===== src/design/lsps_pkg.sv =====
// ----------------------------------------------------------------------------
// lsps_pkg
// Codes, widths, reset values and shared types of the light sensor poll
// sequencer.
// ----------------------------------------------------------------------------
package lsps_pkg;

    // Field widths
    localparam int KIND_W  = 3;
    localparam int ADDR_W  = 7;
    localparam int WAIT_W  = 10;
    localparam int RAW_W   = 16;
    localparam int LUX_W   = 20;
    localparam int OP_W    = 2;
    localparam int CMD_W   = 8;
    localparam int UPD_W   = 2;
    localparam int CFG_IDX_W  = 2;
    localparam int CFG_DATA_W = 10;

    // Item kinds; the request kinds double as pending request codes
    localparam logic [KIND_W-1:0] KIND_TICK    = 3'd0;
    localparam logic [KIND_W-1:0] KIND_SAMPLE  = 3'd1;
    localparam logic [KIND_W-1:0] KIND_QSAMPLE = 3'd2;
    localparam logic [KIND_W-1:0] KIND_ON      = 3'd3;
    localparam logic [KIND_W-1:0] KIND_OFF     = 3'd4;
    localparam logic [KIND_W-1:0] KIND_RESET   = 3'd5;
    localparam logic [KIND_W-1:0] REQ_NONE     = 3'd0;

    // Bus operations
    localparam logic [OP_W-1:0] OP_NONE  = 2'd0;
    localparam logic [OP_W-1:0] OP_WRITE = 2'd1;
    localparam logic [OP_W-1:0] OP_READ  = 2'd2;

    // Sensor command bytes
    localparam logic [CMD_W-1:0] CMD_HRES_ONCE  = 8'h20;
    localparam logic [CMD_W-1:0] CMD_LRES_ONCE  = 8'h23;
    localparam logic [CMD_W-1:0] CMD_DATA_RESET = 8'h07;
    localparam logic [CMD_W-1:0] CMD_SLEEP      = 8'h00;
    localparam logic [CMD_W-1:0] CMD_WAKE       = 8'h01;
    localparam logic [CMD_W-1:0] CMD_NONE       = 8'h00;

    // Reading update codes
    localparam logic [UPD_W-1:0] LUX_SAME    = 2'd0;
    localparam logic [UPD_W-1:0] LUX_NEW     = 2'd1;
    localparam logic [UPD_W-1:0] LUX_INVALID = 2'd2;

    // Configuration register indexes
    localparam logic [CFG_IDX_W-1:0] CFG_DEVICE_ADDRESS = 2'd0;
    localparam logic [CFG_IDX_W-1:0] CFG_HIGH_RES_WAIT  = 2'd1;
    localparam logic [CFG_IDX_W-1:0] CFG_LOW_RES_WAIT   = 2'd2;
    localparam logic [CFG_IDX_W-1:0] CFG_POLL_WAIT      = 2'd3;

    // Register reset values
    localparam logic [ADDR_W-1:0] RST_DEVICE_ADDRESS = 7'd35;
    localparam logic [WAIT_W-1:0] RST_HIGH_RES_WAIT  = 10'd185;
    localparam logic [WAIT_W-1:0] RST_LOW_RES_WAIT   = 10'd40;
    localparam logic [WAIT_W-1:0] RST_POLL_WAIT      = 10'd20;

    // Reciprocal of 3 for 16-bit operands: floor(x * RECIP3 >> RECIP3_SHIFT)
    localparam int RECIP3_SHIFT = 17;
    localparam logic [RAW_W-1:0] RECIP3 = 16'hAAAB;

    // Sequencer states
    typedef enum logic [3:0] {
        ST_IDLE      = 4'b0001,
        ST_MEASURING = 4'b0010,
        ST_OFF       = 4'b0100,
        ST_ERROR     = 4'b1000
    } t_state;

    typedef struct packed {
        logic [ADDR_W-1:0] device_address;
        logic [WAIT_W-1:0] high_res_wait;
        logic [WAIT_W-1:0] low_res_wait;
        logic [WAIT_W-1:0] poll_wait;
    } t_cfg;

    typedef struct packed {
        logic              collision;
        logic [LUX_W-1:0]  lux_value;
        logic [UPD_W-1:0]  lux_update;
        logic [WAIT_W-1:0] wait_ms;
        logic [CMD_W-1:0]  command_byte;
        logic [ADDR_W-1:0] bus_address;
        logic [OP_W-1:0]   bus_op;
    } t_result;

endpackage


===== src/design/lsps_lux.sv =====
// ----------------------------------------------------------------------------
// lsps_lux
// Raw sensor count to lux, 4 fraction bits: floor(raw * 40 / 3).
// ----------------------------------------------------------------------------
module lsps_lux (
    input  logic [lsps_pkg::RAW_W-1:0] i_raw,
    output logic [lsps_pkg::LUX_W-1:0] o_lux
);

    // raw*40/3 = 13*raw + raw/3, remainder only in the raw/3 term
    logic [2*lsps_pkg::RAW_W-1:0] w_prod;
    logic [lsps_pkg::RAW_W-lsps_pkg::RECIP3_SHIFT+lsps_pkg::RAW_W-1:0] w_third;
    logic [lsps_pkg::LUX_W-1:0] w_x13;

    // floor(raw/3) by reciprocal multiply, exact over 16 bits
    assign w_prod  = i_raw * lsps_pkg::RECIP3;
    assign w_third = w_prod[2*lsps_pkg::RAW_W-1:lsps_pkg::RECIP3_SHIFT];

    // 13*raw as shift-add
    assign w_x13 = {1'b0, i_raw, 3'b000} + {2'b00, i_raw, 2'b00}
                 + {4'b0000, i_raw};

    assign o_lux = w_x13 + lsps_pkg::LUX_W'(w_third);

endmodule


===== src/design/lsps_ctrl.sv =====
// ----------------------------------------------------------------------------
// lsps_ctrl
// Sequencer state, pending request and per-beat result decision.
// ----------------------------------------------------------------------------
module lsps_ctrl (
    input  logic                          i_clk,
    input  logic                          i_rst_n,
    input  logic                          i_advance,
    input  logic [lsps_pkg::KIND_W-1:0]   i_kind,
    input  logic                          i_bus_ok,
    input  logic [lsps_pkg::LUX_W-1:0]    i_lux,
    input  lsps_pkg::t_cfg                i_cfg,
    output lsps_pkg::t_result             o_result
);

    lsps_pkg::t_state                r_state, n_state;
    logic [lsps_pkg::KIND_W-1:0]     r_pend, n_pend;
    lsps_pkg::t_result               w_res;
    logic                            w_is_req;

    assign w_is_req = (i_kind >= lsps_pkg::KIND_SAMPLE) && (i_kind <= lsps_pkg::KIND_RESET);

    // Decision for the beat in the input register
    always_comb begin
        w_res            = '0;
        w_res.bus_op     = lsps_pkg::OP_NONE;
        w_res.command_byte = lsps_pkg::CMD_NONE;
        w_res.lux_update = lsps_pkg::LUX_SAME;
        n_state          = r_state;
        n_pend           = r_pend;

        if (w_is_req) begin
            // Latch one request, refuse the rest
            if (r_pend == lsps_pkg::REQ_NONE) begin
                n_pend = i_kind;
            end else begin
                w_res.collision = 1'b1;
            end
        end else if (i_kind == lsps_pkg::KIND_TICK) begin
            w_res.wait_ms = i_cfg.poll_wait;
            unique case (r_state)
                lsps_pkg::ST_IDLE: begin
                    if (r_pend == lsps_pkg::KIND_SAMPLE || r_pend == lsps_pkg::KIND_QSAMPLE) begin
                        w_res.bus_op = lsps_pkg::OP_WRITE;
                        w_res.command_byte = (r_pend == lsps_pkg::KIND_SAMPLE) ?
                            lsps_pkg::CMD_HRES_ONCE : lsps_pkg::CMD_LRES_ONCE;
                        if (i_bus_ok) begin
                            n_state = lsps_pkg::ST_MEASURING;
                            w_res.wait_ms = (r_pend == lsps_pkg::KIND_SAMPLE) ?
                                i_cfg.high_res_wait : i_cfg.low_res_wait;
                        end else begin
                            n_state = lsps_pkg::ST_ERROR;
                            w_res.lux_update = lsps_pkg::LUX_INVALID;
                        end
                    end else if (r_pend == lsps_pkg::KIND_RESET) begin
                        w_res.bus_op       = lsps_pkg::OP_WRITE;
                        w_res.command_byte = lsps_pkg::CMD_DATA_RESET;
                        w_res.lux_update   = lsps_pkg::LUX_INVALID;
                        n_state = i_bus_ok ? lsps_pkg::ST_IDLE : lsps_pkg::ST_ERROR;
                    end else if (r_pend == lsps_pkg::KIND_OFF) begin
                        w_res.bus_op       = lsps_pkg::OP_WRITE;
                        w_res.command_byte = lsps_pkg::CMD_SLEEP;
                        w_res.lux_update   = lsps_pkg::LUX_INVALID;
                        n_state = i_bus_ok ? lsps_pkg::ST_OFF : lsps_pkg::ST_ERROR;
                    end
                    n_pend = lsps_pkg::REQ_NONE;
                end
                lsps_pkg::ST_MEASURING: begin
                    // Read the conversion; pending request waits
                    w_res.bus_op = lsps_pkg::OP_READ;
                    if (i_bus_ok) begin
                        w_res.lux_update = lsps_pkg::LUX_NEW;
                        w_res.lux_value  = i_lux;
                        n_state = lsps_pkg::ST_IDLE;
                    end else begin
                        w_res.lux_update = lsps_pkg::LUX_INVALID;
                        n_state = lsps_pkg::ST_ERROR;
                    end
                end
                lsps_pkg::ST_OFF: begin
                    if (r_pend == lsps_pkg::KIND_ON) begin
                        w_res.bus_op       = lsps_pkg::OP_WRITE;
                        w_res.command_byte = lsps_pkg::CMD_WAKE;
                        n_state = i_bus_ok ? lsps_pkg::ST_IDLE : lsps_pkg::ST_ERROR;
                    end
                    n_pend = lsps_pkg::REQ_NONE;
                end
                lsps_pkg::ST_ERROR: begin
                    // Only reset or off recover; reading left alone
                    if (r_pend == lsps_pkg::KIND_RESET) begin
                        w_res.bus_op       = lsps_pkg::OP_WRITE;
                        w_res.command_byte = lsps_pkg::CMD_DATA_RESET;
                        if (i_bus_ok) begin
                            n_state = lsps_pkg::ST_IDLE;
                        end
                    end else if (r_pend == lsps_pkg::KIND_OFF) begin
                        w_res.bus_op       = lsps_pkg::OP_WRITE;
                        w_res.command_byte = lsps_pkg::CMD_SLEEP;
                        if (i_bus_ok) begin
                            n_state = lsps_pkg::ST_OFF;
                        end
                    end
                    n_pend = lsps_pkg::REQ_NONE;
                end
                default: begin
                    n_state = lsps_pkg::ST_IDLE;
                end
            endcase
        end

        // Address shows only with a transaction
        w_res.bus_address = (w_res.bus_op != lsps_pkg::OP_NONE) ? i_cfg.device_address : '0;
    end

    // State moves once per processed beat
    always_ff @(posedge i_clk) begin
        if (!i_rst_n) begin
            r_state <= lsps_pkg::ST_IDLE;
            r_pend  <= lsps_pkg::REQ_NONE;
        end else if (i_advance) begin
            r_state <= n_state;
            r_pend  <= n_pend;
        end
    end

    assign o_result = w_res;

endmodule


===== src/design/light_sensor_poll_sequencer_core.sv =====
// ----------------------------------------------------------------------------
// light_sensor_poll_sequencer_core
// Poll sequencer for an I2C ambient light sensor, one result beat per item.
// ----------------------------------------------------------------------------
// Every input beat (a tick or a request) yields exactly one result beat. The
// block takes one beat per clock while no result waits on m_axis_tready: a
// beat is held in the input register, the sequencer decision and the lux
// conversion run in one pass of logic, and the result lands in the output
// register. The single decision stage updates the sequencer state and
// pending request once per beat. While a finished result
// waits on m_axis_tready the input register takes one more beat and then
// holds s_axis_tready low. Configuration writes take effect at once and
// should be made while no beat is in flight.
// ----------------------------------------------------------------------------
module light_sensor_poll_sequencer_core (
    input  logic                              i_clk,
    input  logic                              i_rst_n,
    // Configuration write port
    input  logic                              i_cfg_we,
    input  logic [lsps_pkg::CFG_IDX_W-1:0]    i_cfg_idx,
    input  logic [lsps_pkg::CFG_DATA_W-1:0]   i_cfg_data,
    // Input stream
    input  logic                              s_axis_tvalid,
    output logic                              s_axis_tready,
    input  logic [23:0]                       s_axis_tdata,  // bus_ok, read_word[15:0]
    input  logic [lsps_pkg::KIND_W-1:0]       s_axis_tuser,  // kind
    // Result stream
    output logic                              m_axis_tvalid,
    input  logic                              m_axis_tready,
    // bus_op[1:0], bus_address[6:0], command_byte[7:0], wait_ms[9:0],
    // lux_update[1:0], lux_value[19:0], collision
    output logic [55:0]                       m_axis_tdata
);

    lsps_pkg::t_cfg                   r_cfg;
    logic                             r_in_valid;
    logic [lsps_pkg::KIND_W-1:0]      r_in_kind;
    logic                             r_in_ok;
    logic [lsps_pkg::RAW_W-1:0]       r_in_raw;
    logic                             r_out_valid;
    lsps_pkg::t_result                r_out;
    lsps_pkg::t_result                w_result;
    logic [lsps_pkg::LUX_W-1:0]       w_lux;
    logic                             w_advance;
    logic                             w_s_accept;

    // Handshake
    assign w_advance     = r_in_valid && (!r_out_valid || m_axis_tready);
    assign s_axis_tready = !r_in_valid || w_advance;
    assign w_s_accept    = s_axis_tvalid && s_axis_tready;

    // Configuration registers
    always_ff @(posedge i_clk) begin
        if (!i_rst_n) begin
            r_cfg.device_address <= lsps_pkg::RST_DEVICE_ADDRESS;
            r_cfg.high_res_wait  <= lsps_pkg::RST_HIGH_RES_WAIT;
            r_cfg.low_res_wait   <= lsps_pkg::RST_LOW_RES_WAIT;
            r_cfg.poll_wait      <= lsps_pkg::RST_POLL_WAIT;
        end else if (i_cfg_we) begin
            unique case (i_cfg_idx)
                lsps_pkg::CFG_DEVICE_ADDRESS:
                    r_cfg.device_address <= i_cfg_data[lsps_pkg::ADDR_W-1:0];
                lsps_pkg::CFG_HIGH_RES_WAIT: r_cfg.high_res_wait <= i_cfg_data;
                lsps_pkg::CFG_LOW_RES_WAIT:  r_cfg.low_res_wait  <= i_cfg_data;
                lsps_pkg::CFG_POLL_WAIT:     r_cfg.poll_wait     <= i_cfg_data;
                default: ;
            endcase
        end
    end

    // Input register
    always_ff @(posedge i_clk) begin
        if (!i_rst_n) begin
            r_in_valid <= 1'b0;
        end else if (w_s_accept) begin
            r_in_valid <= 1'b1;
        end else if (w_advance) begin
            r_in_valid <= 1'b0;
        end
    end

    always_ff @(posedge i_clk) begin
        if (w_s_accept) begin
            r_in_kind <= s_axis_tuser;
            r_in_ok   <= s_axis_tdata[0];
            r_in_raw  <= s_axis_tdata[lsps_pkg::RAW_W:1];
        end
    end

    lsps_lux u_lux (
        .i_raw (r_in_raw),
        .o_lux (w_lux)
    );

    lsps_ctrl u_ctrl (
        .i_clk     (i_clk),
        .i_rst_n   (i_rst_n),
        .i_advance (w_advance),
        .i_kind    (r_in_kind),
        .i_bus_ok  (r_in_ok),
        .i_lux     (w_lux),
        .i_cfg     (r_cfg),
        .o_result  (w_result)
    );

    // Output register
    always_ff @(posedge i_clk) begin
        if (!i_rst_n) begin
            r_out_valid <= 1'b0;
        end else if (w_advance) begin
            r_out_valid <= 1'b1;
        end else if (m_axis_tready) begin
            r_out_valid <= 1'b0;
        end
    end

    always_ff @(posedge i_clk) begin
        if (w_advance) begin
            r_out <= w_result;
        end
    end

    assign m_axis_tvalid = r_out_valid;
    assign m_axis_tdata  = {6'b000000, r_out};

endmodule


===== config.mk =====
export PLATFORM = sky130hd
export DESIGN_NAME = light_sensor_poll_sequencer_core
export DESIGN_NICKNAME = d
export VERILOG_FILES = /design/src/design/lsps_pkg.sv /design/src/design/lsps_lux.sv /design/src/design/lsps_ctrl.sv /design/src/design/light_sensor_poll_sequencer_core.sv
export SDC_FILE = /design/constraint.sdc
export NUM_CORES = 1
export LEC_CHECK = 0
export ABC_AREA = 1
export ABC_CLOCK_PERIOD_IN_PS = 6000
export BUFFER_PORTS_ARGS = -buffer_cell sky130_fd_sc_hd__buf_4
export CELL_PAD_IN_SITES_DETAIL_PLACEMENT = 2
export CELL_PAD_IN_SITES_GLOBAL_PLACEMENT = 2
export CORE_UTILIZATION = 33
export CTS_CLUSTER_SIZE = 8
export DETAILED_ROUTE_END_ITERATION = 10
export PLACE_DENSITY = 0.89
export SYNTH_ARGS = -nofsm -noshare
export SYNTH_HDL_FRONTEND = slang
export SYNTH_HIERARCHICAL = 1
export SYNTH_SLANG_ARGS = --single-unit

===== constraint.sdc =====
create_clock -name i_clk -period 6 [get_ports i_clk]
set_input_delay 0.9 -clock i_clk [delete_from_list [all_inputs] [get_ports i_clk]]
set_output_delay 0.9 -clock i_clk [all_outputs]
set_load 0.01 [all_outputs]

==> out/metrics.yaml, run 1 <==
floorplanning:
  die-width_um: 193
  start_util: 0.338
  die_y_um: 193
  fp.coreArea_um2: 35700
  dieArea_um2: 37300
  rows: 69
  io_pins: 102
setup_path:
  critical_path_class: "flip-flop to flip-flop"
  critPathMaxFanout: 4
  start_kind: "flip-flop"
  cp.required_ns: 6.21
  worstSetupEndpointType: "flip-flop"
  cp.arrival_ns: 8.67
  crit_path_max_incr_delay_ns: 0.70
  reg2reg_depth: 33
  crit_path_top_delay_cell: "fa_2"
  path_common_cell: "ha_4"
clocking:
  cts_buffer_depth: 2
  cts_buffers: 17
  clkLatencyLatePin_ns: 0.48
  clk_pin_slew_ns: 0.10
  root_buffer: "clkbuf_16"
  cts_num_sinks: 116
  cts_tree: "yes"
  h-tree-depth: 4
  cts_hold_buf: 0
finish:
  seq_area_um2: 3020
  area_delta_synth_final_pct: 42.2
  fillers: 3951
  fin_nets: 2142
  multi_input_area_um2: 9210
  fin_area_um2: 17200
  drive_gt1_frac: 0.376
job:
  maxCapViolCount: 1
route:
  avgRoutedWirePerCell_um: 43.2
  wl_met1_um: 33400
  drc: 0
  wl_um: 100000
  antenna_left: 0
  maxUsedRoutingLayer: "met5"
  via_per_inst: 6.40
  vias: 14820
  drtPass1Iterations: 5
  drt_iter0_markers: 1698
  wl_met2_um: 43000
  met3_length_um: 12500
global_routing:
  grt_pass1_wl_um: 123000
  antenna_found_initial: 7
  grt_use_total: 0.472
  grt-ovfl-total: 0
  grt_pass1_vias: 15836
  grt_max_degree: 45
yosys:
  syn_area_um2: 12100
  yosysWarnings: 6
  netlist_top_cells_area: "edfxtp_1 (17%), fa_1 (17%), ha_1 (16%)"
  avgSynthCellArea_um2: 7.92
  ys_ff_latch: 116
  synth_cell_types: 41
  syn-instance-count: 1524
  synth_ff_type: "edfxtp_1"
  synth-edff-count: 70
  async_flop_share: 0
  yosysTopAreaCellShare: 0.174
  synth_commonest_cells: "nand2_1 (356), inv_1 (343), ha_1 (156), nor2_1 (147), fa_1 (103)"
  seq_area_frac_synth: 0.250
  synth_top_area_cell: "edfxtp_1"
  synth_most_common_cell: "nand2_1"
sta:
  drv_slew: 21
  hold_viol: 0
  worst_slack_ns: -2.46
  worst_slew_pin_slew_ns: 1.50
  skew_ns: 0.0335
  period_minus_slack_ns: 8.46
  setup_viol: 20
  fmax_ghz: 0.118
  max-slew-margin-rel: -0.00261
  rsz0062_at_grt: "yes"
  fin_crit_sh: 1.41
place:
  io_buffer_count: 88
  dpl.hpwl_um: 45600
  dp_slack_ns: -1.46
  placed_area_um2: 14500
  place_congestion: 0.879
status:
  violations: "capacitance limit, slew limit, setup timing"
  status: "complete, but fails checks"
min_path:
  hp-class: "flip-flop to flip-flop"
  holdPathStages: 2
layout by cell type, fill, tap and decap left out, types with 4 or more instances in the layout:
| master | netlist | routed |
|---|---|---|
| inv_1 | 343 | 300 |
| buf_4 | 14 | 299 |
| nand2_1 | 356 | 269 |
| nor2_1 | 147 | 118 |
| ha_1 | 156 | 109 |
| fa_1 | 103 | 76 |
| edfxtp_1 | 70 | 70 |
| nand2_2 | 8 | 61 |
| nand3_1 | 70 | 51 |
| inv_2 | 10 | 46 |
| dfxtp_1 | 46 | 46 |
| ha_4 | 0 | 40 |
| nand2_4 | 1 | 35 |
| nor2_2 | 16 | 31 |
| a21oi_1 | 55 | 27 |
| fa_2 | 0 | 27 |
| o21ai_0 | 24 | 22 |
| nor2_4 | 6 | 20 |
| clkbuf_16 | 0 | 18 |
| nand3_2 | 2 | 17 |
| a21oi_2 | 0 | 15 |
| buf_6 | 4 | 15 |
| nand4_1 | 14 | 14 |
| a21oi_4 | 0 | 13 |
| conb_1 | 2 | 10 |
| inv_6 | 0 | 10 |
| xor2_1 | 19 | 9 |
| xor2_2 | 0 | 9 |
| a21boi_1 | 7 | 7 |
| ha_2 | 0 | 7 |
| nand3_4 | 1 | 5 |
| inv_4 | 0 | 5 |
| nand3b_1 | 5 | 5 |
| o21a_1 | 4 | 4 |
| nor3_1 | 5 | 4 |
| o21ai_2 | 3 | 4 |
| xnor2_1 | 5 | 4 |
| a21o_1 | 4 | 4 |
stage by stage:
| stage | std cells | setup TNS, ns | util | hold WS (ns) |
|---|---|---|---|---|
| final | 2315 | -42.25 | 0.480 | 0.538 |
| after global routing | 2314 | -40.32 | 0.480 | 0.542 |
| after CTS | 2288 | -18.16 | 0.458 | 0.500 |
| after detailed placement | 2220 | -20.18 | 0.405 | 0.456 |
| after global placement | 2220 | -11.15 | 0.405 | 0.439 |
| after floorplan | 1532 | -3.18 | - | 0.423 |
critical path: cells and delay by family, from the launching register on:
family	cells	cell delay, ns
adder cells (fa/ha/maj)	9	4.14
buffers and inverters	10	1.50
AND/OR/NAND/NOR	9	1.16
XOR/XNOR	3	0.57
flip-flops	1	0.52
AO/OA/AOI/OAI	2	0.28
worst paths after layout:
path                                  start               end  slack, ns
worst min register to register     r_cfg[4]          r_cfg[4]       0.54
worst max-delay path            r_in_raw[3]  m_axis_tdata[43]      -2.46
worst min-delay path               r_cfg[4]          r_cfg[4]       0.54
worst max register to register  r_in_raw[3]  m_axis_tdata[43]      -2.46
metal layers:
metal,GRT usage,up-vias
met4,0.361,10
met1,0.504,7311
li1,-,5297
met5,0.00894,-
met2,0.771,1495
met3,0.163,707
what timing repair did:
action	4_1_cts	5_1_grt
cloned	0	0
pin swaps	104	84
resized for setup	239	157
setup buffers	39	25
setup endpoints to repair	20	20
layout make-up:
type,instances,share of cell area
Antenna cell,2,0.000292
Clock inverter,14,0.00722
Tap cell,461,0.0336
Multi-Input combinational cell,1036,0.536
Clock buffer,18,0.0262
Timing Repair Buffer,315,0.142
Sequential cell,116,0.176
Inverter,353,0.0786
kinds of logic (layout without fill, tap and decap cells):
family | Yosys count | after routing | share of synthesized area
adder cells (fa/ha/maj) | 259 | 259 | 0.333
XOR/XNOR | 24 | 24 | 0.0174
buffers and inverters | 380 | 700 | 0.126
AO/OA/AOI/OAI | 107 | 107 | 0.0498
flip-flops | 116 | 116 | 0.250
AND/OR/NAND/NOR | 636 | 636 | 0.224
other | 2 | 12 | 0.000622
flip-flops by register name, indices dropped and copies added (netlist names):
name / flops
r_in_kind: 3
r_in_ok: 1
r_in_raw: 16
u_ctrl/r_state: 4
u_ctrl/r_pend: 3
r_cfg: 37
r_in_valid: 1
m_axis_tdata: 50
m_axis_tvalid: 1
Power of run 1 is left out: the tool's default activity adds up to more than one toggle a clock period on the data nets, which glitch-free logic cannot reach.
==> run 2, diff against run 1 <==
--- a/config.mk
+++ b/config.mk
@@ -10,10 +10,12 @@
 export BUFFER_PORTS_ARGS = -buffer_cell sky130_fd_sc_hd__buf_4
 export CELL_PAD_IN_SITES_DETAIL_PLACEMENT = 2
 export CELL_PAD_IN_SITES_GLOBAL_PLACEMENT = 2
-export CORE_UTILIZATION = 33
+export CORE_MARGIN = 10
+export CORE_UTILIZATION = 34
+export CTS_BUF_LIST = sky130_fd_sc_hd__clkbuf_4 sky130_fd_sc_hd__clkbuf_8
 export CTS_CLUSTER_SIZE = 8
 export DETAILED_ROUTE_END_ITERATION = 10
-export PLACE_DENSITY = 0.89
+export PLACE_DENSITY = 0.91
 export SYNTH_ARGS = -nofsm -noshare
 export SYNTH_HDL_FRONTEND = slang
 export SYNTH_HIERARCHICAL = 1
==> out/metrics.yaml, run 2 (synthesis gave the netlist of run 1 again) <==
clocking:
  cts_tree: "yes"  # unchanged
  clk_pin_slew_ns: 0.12  # was 0.10 ns
  root_buffer: "clkbuf_8"  # was clkbuf_16
  cts_buffers: 17  # unchanged
  cts_buffer_depth: 2  # unchanged
  clkLatencyLatePin_ns: 0.55  # was 0.48 ns
  cts_num_sinks: 116  # unchanged
  h-tree-depth: 4  # unchanged
floorplanning:
  die-width_um: 208  # was 193 um
  io_pins: 102  # unchanged
  dieArea_um2: 43400  # was 37300 um^2
  fp.coreArea_um2: 34800  # was 35700 um^2
  rows: 68  # was 69
  start_util: 0.347  # was 0.338
  die_y_um: 208  # was 193 um
place:
  io_buffer_count: 88  # unchanged
  dpl.hpwl_um: 49000  # was 45600 um
  placed_cells: 2212  # was 2220
  place_congestion: 0.917  # was 0.879
min_path:
  min_from: "s_axis_tdata[12]"  # was r_cfg[4]
  hp-class: "primary input to flip-flop"  # was flip-flop to flip-flop
  holdPathStages: 1  # was 2
  whs_endpoint: "r_in_raw[11]"  # was r_cfg[4]
finish:
  mostFrequentLayoutCell: "inv_1"  # unchanged
  drive_gt1_frac: 0.358  # was 0.376
  final_cell_mix: "inv_1 (307), nand2_1 (282), buf_4 (282)"  # was inv_1 (300), buf_4 (299), nand2_1 (269)
  final_cells: 2291  # was 2315
  area_delta_synth_final_pct: 38.1  # was 42.2%
  fillers: 3750  # was 3951
  largest_reg_flops: 50  # unchanged
  fin_nets: 2121  # was 2142
route:
  vias: 14645  # was 14820
  drc: 0  # unchanged
  wl_um: 97900  # was 100000 um
  drtPass1Iterations: 7  # was 5
  drt_iter0_markers: 1997  # was 1698
  avgRoutedWirePerCell_um: 42.7  # was 43.2 um
  via_per_inst: 6.39  # was 6.40
  antenna_left: 0  # unchanged
setup_path:
  r2r-end: "m_axis_tdata[47]"  # was m_axis_tdata[43]
  crit_path_top_delay_cell: "fa_2"  # unchanged
  worstSetupEndpointType: "flip-flop"  # unchanged
  path_common_cell: "nand2_1"  # was ha_4
  cp.arrival_ns: 8.92  # was 8.67 ns
  start_kind: "flip-flop"  # unchanged
  critical_path_class: "flip-flop to flip-flop"  # unchanged
  reg2reg_depth: 30  # was 33
  crit_path_max_incr_delay_ns: 0.78  # was 0.70 ns
  worst_r2r_startpoint: "r_in_raw[8]"  # was r_in_raw[3]
  critPathMaxFanout: 4  # unchanged
  rrSetupSlack_ns: -2.54  # was -2.46 ns
  cp.required_ns: 6.38  # was 6.21 ns
sta:
  skew_ns: 0.0220  # was 0.0335 ns
  hold_viol: 0  # unchanged
  fin_crit_sh: 1.42  # was 1.41
  drv_slew: 0  # was 21
  worst_slack_ns: -2.54  # was -2.46 ns
  period_minus_slack_ns: 8.54  # was 8.46 ns
  setup_viol: 20  # unchanged
  fmax_ghz: 0.117  # was 0.118 GHz
  max-slew-margin-rel: 0.0509  # was -0.00261
  worst_slew_pin_slew_ns: 1.42  # was 1.50 ns
  rsz0062_at_grt: "yes"  # unchanged
global_routing:
  grt_pass1_vias: 15552  # was 15836
  grt-ovfl-total: 0  # unchanged
  grt_max_degree: 45  # unchanged
  grt_pass1_wl_um: 118000  # was 123000 um
  antenna_found_initial: 8  # was 7
  grt_use_total: 0.373  # was 0.472
status:
  status: "complete, but fails checks"  # unchanged
  violations: "setup timing"  # was capacitance limit, slew limit, setup timing
job:
  maxCapViolCount: 0  # was 1
## run 2: cell types whose count changed in the layout (fill, tap and decap cells not counted), sizes merged
cell      previous run  this run
buf                315       294
clkinv               2         5
diode                2         5
clkbuf              18        17
clkinvlp             1         0
inv                364       363
## run 2: timing repair
item	CTS	global route
setup endpoints to repair	20	20
pin swaps	77	72
gates cloned	0	0
endpoints found under the hold margin	0	0
resized for setup	194	151
setup buffers	25	17
hold buffers	0	0
## run 2: cell type report
| cell class | count | area (um^2) | area share |
|---|---|---|---|
| multi-input combinational | 1036 | 9050 | 0.543 |
| sequential | 116 | 3020 | 0.181 |
| timing repair buffer | 294 | 2260 | 0.136 |
| inverter | 353 | 1340 | 0.0803 |
| tap | 455 | 569 | 0.0342 |
| clock buffer | 17 | 234 | 0.0140 |
| clock inverter | 15 | 179 | 0.0107 |
| antenna | 5 | 12.5 | 0.000751 |
## run 2: worst max path at each step
stage / start / endpoint / slack, ns / cells after the start
after floorplan: r_in_raw[4] / m_axis_tdata[43] / -0.38 / 34
after global placement: r_in_raw[3] / m_axis_tdata[48] / -0.73 / 33
after detailed placement: r_in_raw[2] / m_axis_tdata[48] / -1.74 / 33
after CTS: r_in_raw[2] / m_axis_tdata[47] / -1.31 / 33
after global routing: r_in_raw[8] / m_axis_tdata[47] / -2.47 / 30
final: r_in_raw[8] / m_axis_tdata[47] / -2.54 / 30
## run 2: layer usage
metal  routed length (um)  vias to the layer above  global-route usage  share of wire
met3                11600                      660               0.114           0.12
met4                 9900                        8               0.285           0.10
met2                43300                     1414               0.626           0.44
met1                32900                     7312               0.385           0.34
met5                   94                        -                   0        0.00096
li1                     -                     5251                   -              -
## run 2: per-stage QoR
step	hold slack, ns	util	worst slack (ns)	setup TNS, ns	instance area (um^2)
final	0.532	0.479	-2.54	-38.85	16700
after CTS	0.505	0.458	-1.31	-20.05	15900
after global routing	0.530	0.479	-2.47	-38.62	16700
after detailed placement	0.451	0.416	-1.74	-24.33	14500
after floorplan	0.423	-	-0.379	-3.18	12200
after global placement	0.437	0.416	-0.727	-9.72	14500
## run 2: worst max-delay path: cells and delay by family, from the launching register on
kind	cells	cell delay, ns
AO/OA/AOI/OAI	3	0.54
XOR/XNOR	1	0.21
adder cells (fa/ha/maj)	9	4.44
buffers and inverters	6	0.98
flip-flops	1	0.69
AND/OR/NAND/NOR	11	1.47
Power of run 2 is left out for the same reason.
